File: config.mk
export PLATFORM = sky130hd
export DESIGN_NAME = triangle_primitive_assembler
export DESIGN_NICKNAME = d
export VERILOG_FILES = /design/src/hw/rtl/tpa_pkg.sv /design/src/hw/rtl/triangle_primitive_assembler.sv /design/src/hw/rtl/tpa_core.sv /design/src/hw/rtl/tpa_obuf.sv
export SDC_FILE = /design/constraint.sdc
export NUM_CORES = 1
export LEC_CHECK = 0
export BUFFER_PORTS_ARGS = -buffer_cell sky130_fd_sc_hd__buf_4
export CORE_UTILIZATION = 25
export CTS_BUF_LIST = sky130_fd_sc_hd__clkbuf_8
export DETAILED_ROUTE_END_ITERATION = 16
export SLEW_MARGIN = 10
export SYNTH_ARGS = -nofsm -noshare
export SYNTH_HDL_FRONTEND = slang
export SYNTH_HIERARCHICAL = 1
export SYNTH_SLANG_ARGS = --single-unit
File: constraint.sdc
create_clock -name clk -period 7.3 [get_ports clk]
set_input_delay 0.365 -clock clk [delete_from_list [all_inputs] [get_ports clk]]
set_output_delay 0.365 -clock clk [all_outputs]
set_load 0.01 [all_outputs]
File: src/hw/rtl/tpa_pkg.sv
package tpa_pkg;

	localparam int VERTEX_BITS      = 16;
	localparam int INDEX_BITS_DEF   = 16;
	localparam int CFG_INDEX_BITS   = 1;
	localparam int CFG_DATA_BITS    = 2;
	localparam int TDATA_IN_BITS    = 16;
	localparam int TDATA_OUT_BITS   = 3 * VERTEX_BITS;

	typedef enum logic [1:0] {
		MODE_NONE  = 2'd0,
		MODE_LIST  = 2'd1,
		MODE_STRIP = 2'd2
	} prim_mode_t;

	typedef enum logic [CFG_INDEX_BITS-1:0] {
		REG_PRIM_MODE = 1'b0,
		REG_START_ODD = 1'b1
	} cfg_reg_t;

	// packed MSB first: first_vertex ends up in the lowest bits
	typedef struct packed {
		logic [VERTEX_BITS-1:0] third_vertex;
		logic [VERTEX_BITS-1:0] second_vertex;
		logic [VERTEX_BITS-1:0] first_vertex;
	} tri_t;

	typedef struct packed {
		logic out_vld;
		logic skid_vld;
	} obuf_stat_t;

endpackage

File: src/hw/rtl/triangle_primitive_assembler.sv
// Triangle assembler: takes one vertex index per beat on s_* (s_tlast marks the last
// index of a list or strip) and returns triangles on m_*. List mode groups three
// indices and emits them reversed; strip mode slides a three-index window, drops
// windows with a repeated index and alternates winding (flipped by start_odd).
// Sustained rate is one index per cycle: the window logic sits between the index
// registers and a result register backed by a one-entry skid buffer, so s_tready
// drops only when both are full. A triangle is registered in the result register or
// in the skid entry. Configuration (cfg_index 0 prim_mode, 1 start_odd) is taken at
// once, cfg_ready is always high; write it only while the block idles.
module triangle_primitive_assembler import tpa_pkg::*; #(
	parameter int INDEX_BITS = INDEX_BITS_DEF
) (
	input  logic                      clk,
	input  logic                      arst_n,
	input  logic                      s_tvalid,
	output logic                      s_tready,
	input  logic [TDATA_IN_BITS-1:0]  s_tdata,   // [15:0] vertex_index
	input  logic                      s_tlast,
	output logic                      m_tvalid,
	input  logic                      m_tready,
	output logic [TDATA_OUT_BITS-1:0] m_tdata,   // [15:0] first, [31:16] second, [47:32] third
	input  logic                      cfg_valid,
	output logic                      cfg_ready,
	input  logic [CFG_INDEX_BITS-1:0] cfg_index,
	input  logic [CFG_DATA_BITS-1:0]  cfg_data
);

	prim_mode_t prim_mode_q;
	logic       start_odd_q;
	logic       accept;
	logic       push;
	tri_t       tri_c, m_data;
	obuf_stat_t obuf_stat;

	assign cfg_ready = 1'b1;
	assign accept    = s_tvalid & s_tready;

	always_ff @(posedge clk or negedge arst_n) begin
		if (!arst_n) begin
			prim_mode_q <= MODE_LIST;
			start_odd_q <= 1'b0;
		end else if (cfg_valid) begin
			unique case (cfg_reg_t'(cfg_index))
				REG_PRIM_MODE: prim_mode_q <= prim_mode_t'(cfg_data);
				REG_START_ODD: start_odd_q <= cfg_data[0];
				default: ;
			endcase
		end
	end

	tpa_core #(
		.INDEX_BITS(INDEX_BITS)
	) u_core (
		.clk         (clk),
		.arst_n      (arst_n),
		.en          (accept),
		.vertex_index(s_tdata[VERTEX_BITS-1:0]),
		.last        (s_tlast),
		.prim_mode   (prim_mode_q),
		.start_odd   (start_odd_q),
		.push        (push),
		.tri_out     (tri_c)
	);

	tpa_obuf u_obuf (
		.clk      (clk),
		.arst_n   (arst_n),
		.push     (push),
		.push_data(tri_c),
		.in_ready (s_tready),
		.m_tvalid (m_tvalid),
		.m_tready (m_tready),
		.m_data   (m_data),
		.stat     (obuf_stat)
	);

	assign m_tdata = m_data;

	a_skid_behind_out: assert property (@(posedge clk) disable iff (!arst_n)
		obuf_stat.skid_vld |-> obuf_stat.out_vld)
		else $error("skid entry held with empty output register");

	a_no_overrun: assert property (@(posedge clk) disable iff (!arst_n)
		(obuf_stat.out_vld && !m_tready && push) |=> obuf_stat.skid_vld)
		else $error("stalled triangle beat not kept in skid entry");

	a_emit_mode: assert property (@(posedge clk) disable iff (!arst_n)
		push |-> (prim_mode_q == MODE_LIST || prim_mode_q == MODE_STRIP))
		else $error("triangle emitted in a mode without output");

	a_strip_distinct: assert property (@(posedge clk) disable iff (!arst_n)
		(push && prim_mode_q == MODE_STRIP) |->
		(tri_c.first_vertex != tri_c.second_vertex &&
		 tri_c.second_vertex != tri_c.third_vertex))
		else $error("degenerate strip triangle emitted");

endmodule

File: src/hw/rtl/tpa_core.sv
module tpa_core import tpa_pkg::*; #(
	parameter int INDEX_BITS = INDEX_BITS_DEF
) (
	input  logic                   clk,
	input  logic                   arst_n,
	input  logic                   en,
	input  logic [VERTEX_BITS-1:0] vertex_index,
	input  logic                   last,
	input  prim_mode_t             prim_mode,
	input  logic                   start_odd,
	output logic                   push,
	output tri_t                   tri_out
);

	logic [INDEX_BITS-1:0] older_q, newer_q, older_d, newer_d;
	logic [INDEX_BITS-1:0] v;
	logic [1:0]            fill_q, fill_d;
	logic                  parity_q, parity_d;
	logic                  emit;
	logic                  distinct;

	assign v        = INDEX_BITS'(vertex_index);
	assign distinct = (older_q != newer_q) && (older_q != v) && (newer_q != v);

	always_comb begin
		fill_d   = fill_q;
		parity_d = parity_q;
		older_d  = older_q;
		newer_d  = newer_q;
		emit     = 1'b0;
		tri_out.first_vertex  = VERTEX_BITS'(v);
		tri_out.second_vertex = VERTEX_BITS'(newer_q);
		tri_out.third_vertex  = VERTEX_BITS'(older_q);
		case (prim_mode)
			MODE_LIST: begin
				if (fill_q == 2'd2) begin
					emit   = 1'b1;
					fill_d = 2'd0;
				end else begin
					fill_d = fill_q + 2'd1;
				end
				older_d = newer_q;
				newer_d = v;
			end
			MODE_STRIP: begin
				if (fill_q == 2'd2) begin
					emit     = distinct;
					parity_d = ~parity_q;
					if (parity_q ^ start_odd) begin
						tri_out.first_vertex = VERTEX_BITS'(older_q);
						tri_out.third_vertex = VERTEX_BITS'(v);
					end
				end else begin
					fill_d = fill_q + 2'd1;
				end
				older_d = newer_q;
				newer_d = v;
			end
			default: ;
		endcase
		if (last) begin
			fill_d   = 2'd0;
			parity_d = 1'b0;
		end
	end

	assign push = en & emit;

	always_ff @(posedge clk or negedge arst_n) begin
		if (!arst_n) begin
			fill_q   <= 2'd0;
			parity_q <= 1'b0;
		end else if (en) begin
			fill_q   <= fill_d;
			parity_q <= parity_d;
		end
	end

	always_ff @(posedge clk) begin
		if (en) begin
			older_q <= older_d;
			newer_q <= newer_d;
		end
	end

endmodule

File: src/hw/rtl/tpa_obuf.sv
module tpa_obuf import tpa_pkg::*; (
	input  logic       clk,
	input  logic       arst_n,
	input  logic       push,
	input  tri_t       push_data,
	output logic       in_ready,
	output logic       m_tvalid,
	input  logic       m_tready,
	output tri_t       m_data,
	output obuf_stat_t stat
);

	logic out_vld_q, skid_vld_q;
	tri_t out_q, skid_q;
	logic load;

	assign in_ready = ~skid_vld_q;
	assign load     = ~out_vld_q | m_tready;

	always_ff @(posedge clk or negedge arst_n) begin
		if (!arst_n) begin
			out_vld_q  <= 1'b0;
			skid_vld_q <= 1'b0;
		end else if (load) begin
			if (skid_vld_q) begin
				out_vld_q  <= 1'b1;
				skid_vld_q <= 1'b0;
			end else begin
				out_vld_q <= push;
			end
		end else if (push) begin
			skid_vld_q <= 1'b1;
		end
	end

	always_ff @(posedge clk) begin
		if (load) begin
			out_q <= skid_vld_q ? skid_q : push_data;
		end else if (push) begin
			skid_q <= push_data;
		end
	end

	assign m_tvalid      = out_vld_q;
	assign m_data        = out_q;
	assign stat.out_vld  = out_vld_q;
	assign stat.skid_vld = skid_vld_q;

endmodule

---- Word level (Yosys, flattened, before mapping) ----
Index checks and enable logic that the tools add are counted.
cells by class
  add/sub/neg operators ................... 1
  reductions and logical operators ........ 13
  eq/ne operators ......................... 7
  bitwise operators ....................... 9
  multiplexer cells ....................... 20
operator list
  cell                                                  count
  2-to-1 mux 16 bit                                     6
  2-to-1 mux 48 bit                                     1
  != test 16 bit                                        3
  2-to-1 mux 1 bit                                      8
  AND reduction 2 bit                                   4
  2-to-1 mux 2 bit                                      3
  AND reduction 3 bit                                   2
  nonzero test 2 bit                                    3
  inverter 1 bit                                        5
  equality test 2 bit (second input constant)           2
  case mux 2 bit (2 select lines)                       1
  != test 3 bit (second input constant)                 1
  nonzero test 3 bit                                    1
  adder 2 x 1 -> 2 bit (second input constant)          1
  bitwise AND 1 bit                                     2
  equality test 2 x 1 -> 1 bit (second input constant)  1
  logical AND 1 bit                                     2
  case mux 1 bit (2 select lines)                       1
  OR reduction 2 bit                                    1
  bitwise OR 1 bit                                      1
  bitwise XOR 1 bit                                     1
storage, ports and cells
  flip-flop bits (word level) ............. 136
  input bits .............................. 25
  output and inout bits ................... 51

---- Longest topological paths before layout ----
Gate-level depths: netlist of the first run.
  depth after elaboration ................. 8
  depth in mapped cells ................... 11
  depth with buffers taken out ............ 9

---- Cells and area by module ----
The synthesis of the first run kept the hierarchy.
modules (own cells, without submodules)
  module                        area an instance (µm²)  cells each  sequential area each (µm²)  instances
  tpa_obuf                      3,808.7                 161         2,932.8                     1
  tpa_core                      2,279.7                 159         1,036.0                     1
  triangle_primitive_assembler  158.9                   11          76.3                        1

---- Worst setup path before layout of the first run ----
No wires, ideal clock.
  kind .................................... reg-to-reg
  start point ............................. reg u_obuf.skid_vld_q
  end point ............................... reg u_obuf/skid_q[0] in the netlist's numbering (enable)
  buffers on the path ..................... 2
  clock period less this slack ............ 5.453 ns
  data required time ...................... 6.846 ns
  cell stages (with the launch flop) ...... 12
  setup slack ............................. 1.847 ns
  arrival ................................. 5.000 ns
  path through ............................ dfrtp_1 buf_6 buf_12 inv_1 and2_1 inv_1 nor2_1 nand3_1 nor4_1 a31o_1 inv_1 nor2_1
between the ends
  word-level cells in the longest chain between the ends .. 4
ends and longest elaborated chain
  what                                  line                                RTL
  start, declared                       tpa_obuf.sv:13                      logic out_vld_q, skid_vld_q;
  start signal, assigned                tpa_obuf.sv:23                      skid_vld_q <= 1'b0;
  start signal, assigned                tpa_obuf.sv:27                      skid_vld_q <= 1'b0;
  start signal, assigned                tpa_obuf.sv:32                      skid_vld_q <= 1'b1;
  inverter 1 bit                        tpa_obuf.sv:17                      assign in_ready = ~skid_vld_q;
  via s_tready                          triangle_primitive_assembler.sv:16  output logic s_tready,
  bitwise AND 1 bit                     triangle_primitive_assembler.sv:36  assign accept = s_tvalid & s_tready;
  via accept                            triangle_primitive_assembler.sv:30  logic accept;
  bitwise AND 1 bit                     tpa_core.sv:67                      assign push = en & emit;
  via push                              triangle_primitive_assembler.sv:31  logic push;
  AND reduction 2 bit (no source line)  -
  end signal, assigned                  tpa_obuf.sv:40                      skid_q <= push_data;
  end, declared                         tpa_obuf.sv:14                      tri_t out_q, skid_q;
The timed path passes the listed nets, and every way through them passes these cells.
A chain may end at the register's enable or synchronous reset.

---- Worst setup path in the final report of the first run ----
  start point ............................. reg prim_mode_q[0]
  end point ............................... reg u_obuf/skid_q[30] in the netlist's numbering (enable)
between the ends
  word-level cells in the longest chain between the ends .. 4
  elaborated cells on any way between the ends .. 5
  classes of those cells .................. eq/ne (2); mux (1); bitwise (1); reduce/logical (1)
ends and longest elaborated chain
  what                                                                 line                                RTL
  start, declared                                                      triangle_primitive_assembler.sv:28  prim_mode_t prim_mode_q;
  start signal, assigned                                               triangle_primitive_assembler.sv:44  REG_PRIM_MODE: prim_mode_q <= prim_mode_t'(cfg_data);
  equality test 2 bit or equality test 2 x 1 -> 1 bit (tied branches)  tpa_core.sv:34                      case (prim_mode)
  case mux 1 bit (2 select lines) (*)                                  tpa_core.sv:34
  bitwise AND 1 bit (*)                                                tpa_core.sv:67
  via push                                                             triangle_primitive_assembler.sv:31
  AND reduction 2 bit (no source line) (*)                             -
The timed path passes the listed nets; every way through them passes the cells marked *.

==> flow_summary.yaml, run 1 <==
outcome:
  run_status: "completed"
detailed_routing:
  dr_wl_met3_um: 586
  drc: 0
  routed_met2_length_um: 5740
  highest-signal-layer: "met4"
  detail_route.first_pass.iterations: 4
  first_iter_violations: 219
  drt-total-wl_um: 11600
  detail_route.wl_per_cell_um: 15.4
  vias: 2987
  route.layer.met1.wl_um: 5190
  antenna_violating_nets_post_route: 0
  drt-vias-per-instance: 3.96
worst_hold_path:
  hold_path_depth: 2
  hp-class: "in -> reg"
  min_from: "s_tlast"
  hold-path-endpoint: "u_core/fill_q[1]$_DFFE_PN0P_"
worst_setup_path:
  reg2reg_from: "prim_mode_q[0]$_DFFE_PN1P_"
  crit-reg2reg-capture: "u_obuf/skid_q[30]$_DFFE_PP_"
  critical_path_peak_fanout: 34
  startpoint_type: "flop"
  critPathSlowestCell: "sky130_fd_sc_hd__nor2_4"
  worstPathArrival_ns: 3.60
  critPathMaxStageDelay_ns: 0.57
  required_ns: 7.40
  worstPathCellList: "inv_1 -> ha_1 -> nor2_2 -> buf_4 -> nand3_1 -> nor4_1 -> a31o_1 -> inv_1 -> nor2_4 -> buf_4"
  worst_r2r_path_depth: 10
  setup.worst_path.end_class: "flop"
  setup.reg_to_reg.worst_slack_ns: 3.81
  timing_worst_setup_path_type: "reg -> reg"
sta:
  timing.clock.skew_ns: 0.0120
  final-setup-viol-count: 0
  fin_tns_setup_ns: 0
  rsz0062_at_grt: "no"
  tightestPinTransition_ns: 0.942
  layout_worst_path_cycle_share_pct: 47.8
  fin_worst_hold_slack_ns: 0.112
  slew-limit-headroom_pct: 37.2
  timing_hold_violations_final: 0
  shortest_period_the_worst_path_allows_ns: 3.49
  max_clock_freq_mhz: 286
  timing.final.max_slew_violations: 0
clock_network:
  cts_tree: "yes"
  clk_pin_slew_worst_paths_ns: 0.08
  clkSinkCount: 136
  cts_hold_repair.buffers: 1
  root_buffer: "sky130_fd_sc_hd__clkbuf_8"
  post_cts_setup_buffers: 0
  cts_buffer_depth: 2
  clkLatencyLatePin_ns: 0.44
  cts_made_buffers: 17
  cts_resized: 0
  cts.htree.levels: 4
floorplan:
  start_util_pct: 25.6
  die_w_um: 160
  dieArea_um2: 25600
  die_height_um: 160
  floorplan.rows: 57
  core_area_um2: 24400
  design.portCount: 76
final_layout:
  net_count_of_the_finished_layout: 444
  multiInputGateArea_um2: 2000
  postLayoutCoreUtil_pct: 30.8
  count_of_fill_cells_added_during_filler_insertion: 2424
  post_route_cells_drive_above_1_share_pct: 46.4
  ff_latch_area_um2: 4050
  final_cell_count_no_fill: 754
  area.growth.synth_to_final_pct: 20.5
grt:
  number_of_antenna_violations_at_the_first_check_in_global_routing: 0
  globalRouteOverflowTotal: 0
  vias_in_the_first_global_route: 3153
  grt_max_degree: 52
  grt_util_all_layers_pct: 9.48
  grt_pass1_wl_um: 18200
power:
  vdd_ir_drop_max_uv: 96.3
  static_power_due_to_leakage_nw: 2.73
  power.density_nw_per_um2: 259
synthesis:
  syn_nets: 356
  synth_warnings: 6
  syn-cell-area_um2: 6230
  syn_avg_cell_area_um2: 18.9
  post_syn_instances: 329
placement:
  placed_cells_incl_taps: 721
  place.gp.congestion: 0.769
  half_perimeter_wire_length_after_detailed_placement_um: 8050
  numPortBuffers: 74
run:
  maxCapViolations: 0
-- where the power goes --
group	leakage (nW)	switching [mW]	internal, mW
logic	1.17	0.115	0.154
registers	1.34	0.0501	0.936
clock network	0.217	0.287	0.402
total	2.73	0.452	1.49
-- metal layers --
layer	vias to the layer above	global-route usage, %
met2	59	14.9
met1	1499	11.8
met5	-	0
met4	0	3.25
met3	5	3.77
li1	1424	-
-- per-stage QoR --
| step | area [um2] | power [mW] | setup slack [ns] |
|---|---|---|---|
| 3_3_place_gp | 7060 | 1.27 | 4.10 |
| 3_5_place_dp | 7060 | 1.28 | 3.79 |
| 5_1_grt | 7510 | 2.03 | 3.60 |
| 6_report | 7510 | 1.94 | 3.81 |
| 2_1_floorplan | 6230 | 1.17 | 1.86 |
| 4_1_cts | 7510 | 1.97 | 3.75 |
-- placed cells by master (no fill, tap or decap), drive strengths merged --
| cell | n |
|---|---|
| mux2 | 83 |
| o2bb2ai | 1 |
| clkinv | 6 |
| nor2 | 6 |
| mux2i | 1 |
| buf | 78 |
| nand2b | 2 |
| and2 | 1 |
| a31o | 1 |
| clkinvlp | 2 |
| clkbuf | 17 |
| nor4 | 4 |
| nand4 | 12 |
| xnor2 | 49 |
| nand3 | 1 |
| o21ai | 2 |
| edfxtp | 128 |
| nor2b | 1 |
| inv | 6 |
| and2b | 1 |
| nand2 | 4 |
| o41ai | 1 |
| conb | 1 |
| dlygate4sd3 | 1 |
| dfrtp | 7 |
| dfstp | 1 |
| diode | 1 |
| ha | 2 |
| bufinv | 5 |
| o31ai | 1 |
| nor3 | 2 |
| a21oi | 2 |
-- worst max-delay path, delay by kind of cell (launching register included) --
| kind | cells | cell delay [ns] |
|---|---|---|
| AND/OR/NAND/NOR | 4 | 1.15 |
| AO/OA/AOI/OAI | 1 | 0.17 |
| buffers and inverters | 4 | 0.96 |
| flip-flops | 1 | 0.56 |
| adder cells (fa/ha/maj) | 1 | 0.29 |
-- how the worst max path moves through the flow --
| stage | start | end | slack (ns) | depth (start not counted) |
|---|---|---|---|---|
| after CTS | prim_mode_q[0]$_DFFE_PN1P_ | u_obuf/skid_q[23]$_DFFE_PP_ | 3.75 | 10 |
| after global routing | prim_mode_q[0]$_DFFE_PN1P_ | u_obuf/skid_q[30]$_DFFE_PP_ | 3.60 | 10 |
| after global placement | prim_mode_q[0]$_DFFE_PN1P_ | u_obuf/skid_q[20]$_DFFE_PP_ | 4.10 | 10 |
| final | prim_mode_q[0]$_DFFE_PN1P_ | u_obuf/skid_q[30]$_DFFE_PP_ | 3.81 | 10 |
| after floorplan | u_obuf/skid_vld_q$_DFFE_PN0P_ | u_obuf/skid_q[0]$_DFFE_PP_ | 1.86 | 11 |
| after detailed placement | prim_mode_q[0]$_DFFE_PN1P_ | u_obuf/skid_q[42]$_DFFE_PP_ | 3.79 | 10 |
-- registers in the layout, summed over array words and instances, names as in the netlist --
register           count
u_core/parity_q        1
u_core/fill_q          2
u_obuf/m_tvalid        1
u_obuf/skid_vld_q      1
u_core/older_q        16
u_core/newer_q        16
start_odd_q            1
u_obuf/skid_q         48
prim_mode_q            2
u_obuf/m_data         48
-- cell type report --
class                           instances  share of cell area (%)
Clock buffer                           17                    3.12
Clock inverter                         14                    2.73
Inverter                                5                   0.250
Tap cell                              324                    5.40
Multi-Input combinational cell        178                    26.7
Timing Repair Buffer                   79                    7.93
Antenna cell                            1                  0.0333
Sequential cell                       136                    53.9
Note: power is estimated with default switching activity, not from simulation.
==> run 2: changes to the inputs <==
==> constraint.sdc (replaced) <==
create_clock -name clk -period 2.82 [get_ports clk]
set_input_delay 0.141 -clock clk [delete_from_list [all_inputs] [get_ports clk]]
set_output_delay 0.141 -clock clk [all_outputs]
set_load 0.01 [all_outputs]
==> run 2 against run 1 <==
Compared with the run above:
- maximum frequency up 46%
- highest routed layer unchanged
- critical endpoint is now u_obuf/skid_q[36]$_DFFE_PP_
- critical path type unchanged
- hold slack worse by 0.069 ns
- via count up 4.7%
- wire length up 4.3%
- register-to-register slack worse by 3.4 ns
- largest cell class unchanged
- critical path depth down 1
- combinational power rose to 2.7 times the previous value
- utilization up 0.87 points
==> flow_summary.yaml, run 2 (synthesized netlist as in run 1, its figures left out) <==
outcome:
  run_status: "completed"
worst_setup_path:
  setup.worst_path.end_class: "flop"
  timing.critical_path.max_delay_family: "simple AND/OR/NAND/NOR gates"
  timing_worst_setup_path_type: "reg -> reg"
  critical_path_peak_fanout: 23
  worstPathCellList: "inv_1 -> ha_1 -> nor2_4 -> nand3_1 -> nor4_1 -> a31o_1 -> inv_1 -> nor2_4 -> buf_4"
  critPathMaxStageDelay_ns: 0.56
  startpoint_type: "flop"
  critPathSlowestCell: "sky130_fd_sc_hd__dfstp_2"
  required_ns: 2.94
  crit_buf_inv: 3
  worstPathArrival_ns: 2.51
clock_network:
  clk_pin_slew_worst_paths_ns: 0.08
  clkLatencyLatePin_ns: 0.44
  cts_buffer_depth: 2
  cts_made_buffers: 17
  clkSinkCount: 136
  root_buffer: "sky130_fd_sc_hd__clkbuf_8"
  cts_tree: "yes"
  cts_resized: 0
  cts.htree.levels: 4
final_layout:
  postLayoutCoreUtil_pct: 31.7
  post_route_cells_drive_above_1_share_pct: 45.2
  area.growth.synth_to_final_pct: 23.9
  layout_common_cells: "sky130_fd_sc_hd__edfxtp_1, sky130_fd_sc_hd__mux2_4, sky130_fd_sc_hd__buf_4"
  antenna_cells: 0
  net_count_of_the_finished_layout: 465
  layout_commonest_cell: "sky130_fd_sc_hd__edfxtp_1"
  count_of_fill_cells_added_during_filler_insertion: 2413
power:
  static_power_due_to_leakage_nw: 2.82
  vdd_ir_drop_max_uv: 225
  power.density_nw_per_um2: 642
sta:
  timing.final.ws_setup_ns: 0.423
  timing.final.max_slew_violations: 0
  slew-limit-headroom_pct: 37.3
  timing_hold_violations_final: 0
  final-setup-viol-count: 0
  layout_worst_path_cycle_share_pct: 85.0
  tightestPinTransition_ns: 0.941
  rsz0062_at_grt: "no"
  shortest_period_the_worst_path_allows_ns: 2.40
  max_clock_freq_mhz: 417
  timing.clock.skew_ns: 0.0135
grt:
  number_of_antenna_violations_at_the_first_check_in_global_routing: 0
  globalRouteOverflowTotal: 0
  grt_pass1_wl_um: 19000
  grt_max_degree: 50
  vias_in_the_first_global_route: 3351
  grt_util_all_layers_pct: 9.85
floorplan:
  die_height_um: 160
  start_util_pct: 25.6
  die_w_um: 160
  floorplan.rows: 57
  design.portCount: 76
  dieArea_um2: 25600
  core_area_um2: 24400
detailed_routing:
  detail_route.wl_per_cell_um: 15.6
  vias: 3128
  drt-total-wl_um: 12100
  drc: 0
  drt-vias-per-instance: 4.04
  detail_route.first_pass.iterations: 4
  antenna_violating_nets_post_route: 0
  first_iter_violations: 199
worst_hold_path:
  hp-class: "in -> async"
placement:
  preCtsSetupSlack_ns: 0.428
  place.gp.congestion: 0.770
  half_perimeter_wire_length_after_detailed_placement_um: 8400
  numPortBuffers: 74
run:
  maxCapViolations: 0
==> run 2: changes by cell type in the layout (fill, tap and decap cells not counted), sizes merged <==
cell / delta
buf: +2
bufinv: -2
clkinvlp: -1
diode: -1
dlygate4sd3: +19
inv: +4
==> run 2: stage by stage <==
stage	instance area, um2	hold WS, ns	TNS [ns]	power, mW	instances
final	7720	0.0437	0	4.96	775
after floorplan	6250	-0.155	-79.59	3.02	329
after detailed placement	7110	-0.0328	0	3.32	723
after global routing	7720	0.0335	0	5.18	775
after global placement	7110	-0.0367	0	3.30	723
after CTS	7720	0.0139	0	5.03	775
==> run 2: report_power, final <==
part / internal (mW) / total (mW) / leakage (nW) / switching (mW)
Combinational: 0.421 / 0.736 / 1.27 / 0.316
Sequential: 2.42 / 2.55 / 1.34 / 0.129
Clock: 0.878 / 1.67 / 0.208 / 0.793
Total: 3.72 / 4.96 / 2.82 / 1.24
==> run 2: per-layer routing <==
metal	GRT usage, %	vias up	part of all wire (%)
li1	-	1463	-
met1	12.5	1576	45
met2	16.0	81	48
met3	3.30	8	5.3
met4	2.73	0	0.84
met5	0	-	0
==> run 2: final cells by class <==
type                       count  area, um2  share of cell area (%)
multi-input combinational    178       2010                    26.0
timing repair buffer         100        826                    10.7
clock inverter                15        175                    2.27
tap                          324        405                    5.25
clock buffer                  17        234                    3.03
sequential                   136       4050                    52.4
inverter                       5       26.3                   0.340
==> run 2: repair_timing <==
item / 4_1_cts / 5_1_grt
setup buffers: 0 / 0
hold endpoints to repair: 29 / 0
setup endpoints to repair: 0 / 0
hold buffers: 20 / 0
==> run 2: worst paths after layout <==
check,depth (start not counted),start,endpoint,slack (ns)
max,9,prim_mode_q[0]$_DFFE_PN1P_,u_obuf/skid_q[36]$_DFFE_PP_,0.42
min reg2reg,1,u_core/parity_q$_DFFE_PN0P_,u_core/parity_q$_DFFE_PN0P_,0.54
min,2,arst_n,prim_mode_q[1]$_DFFE_PN0P_,0.04
min in group clk,3,cfg_valid,start_odd_q$_DFFE_PN0P_,0.05
max in group asynchronous,2,arst_n,prim_mode_q[0]$_DFFE_PN1P_,2.57
max reg2reg,9,prim_mode_q[0]$_DFFE_PN1P_,u_obuf/skid_q[36]$_DFFE_PP_,0.42
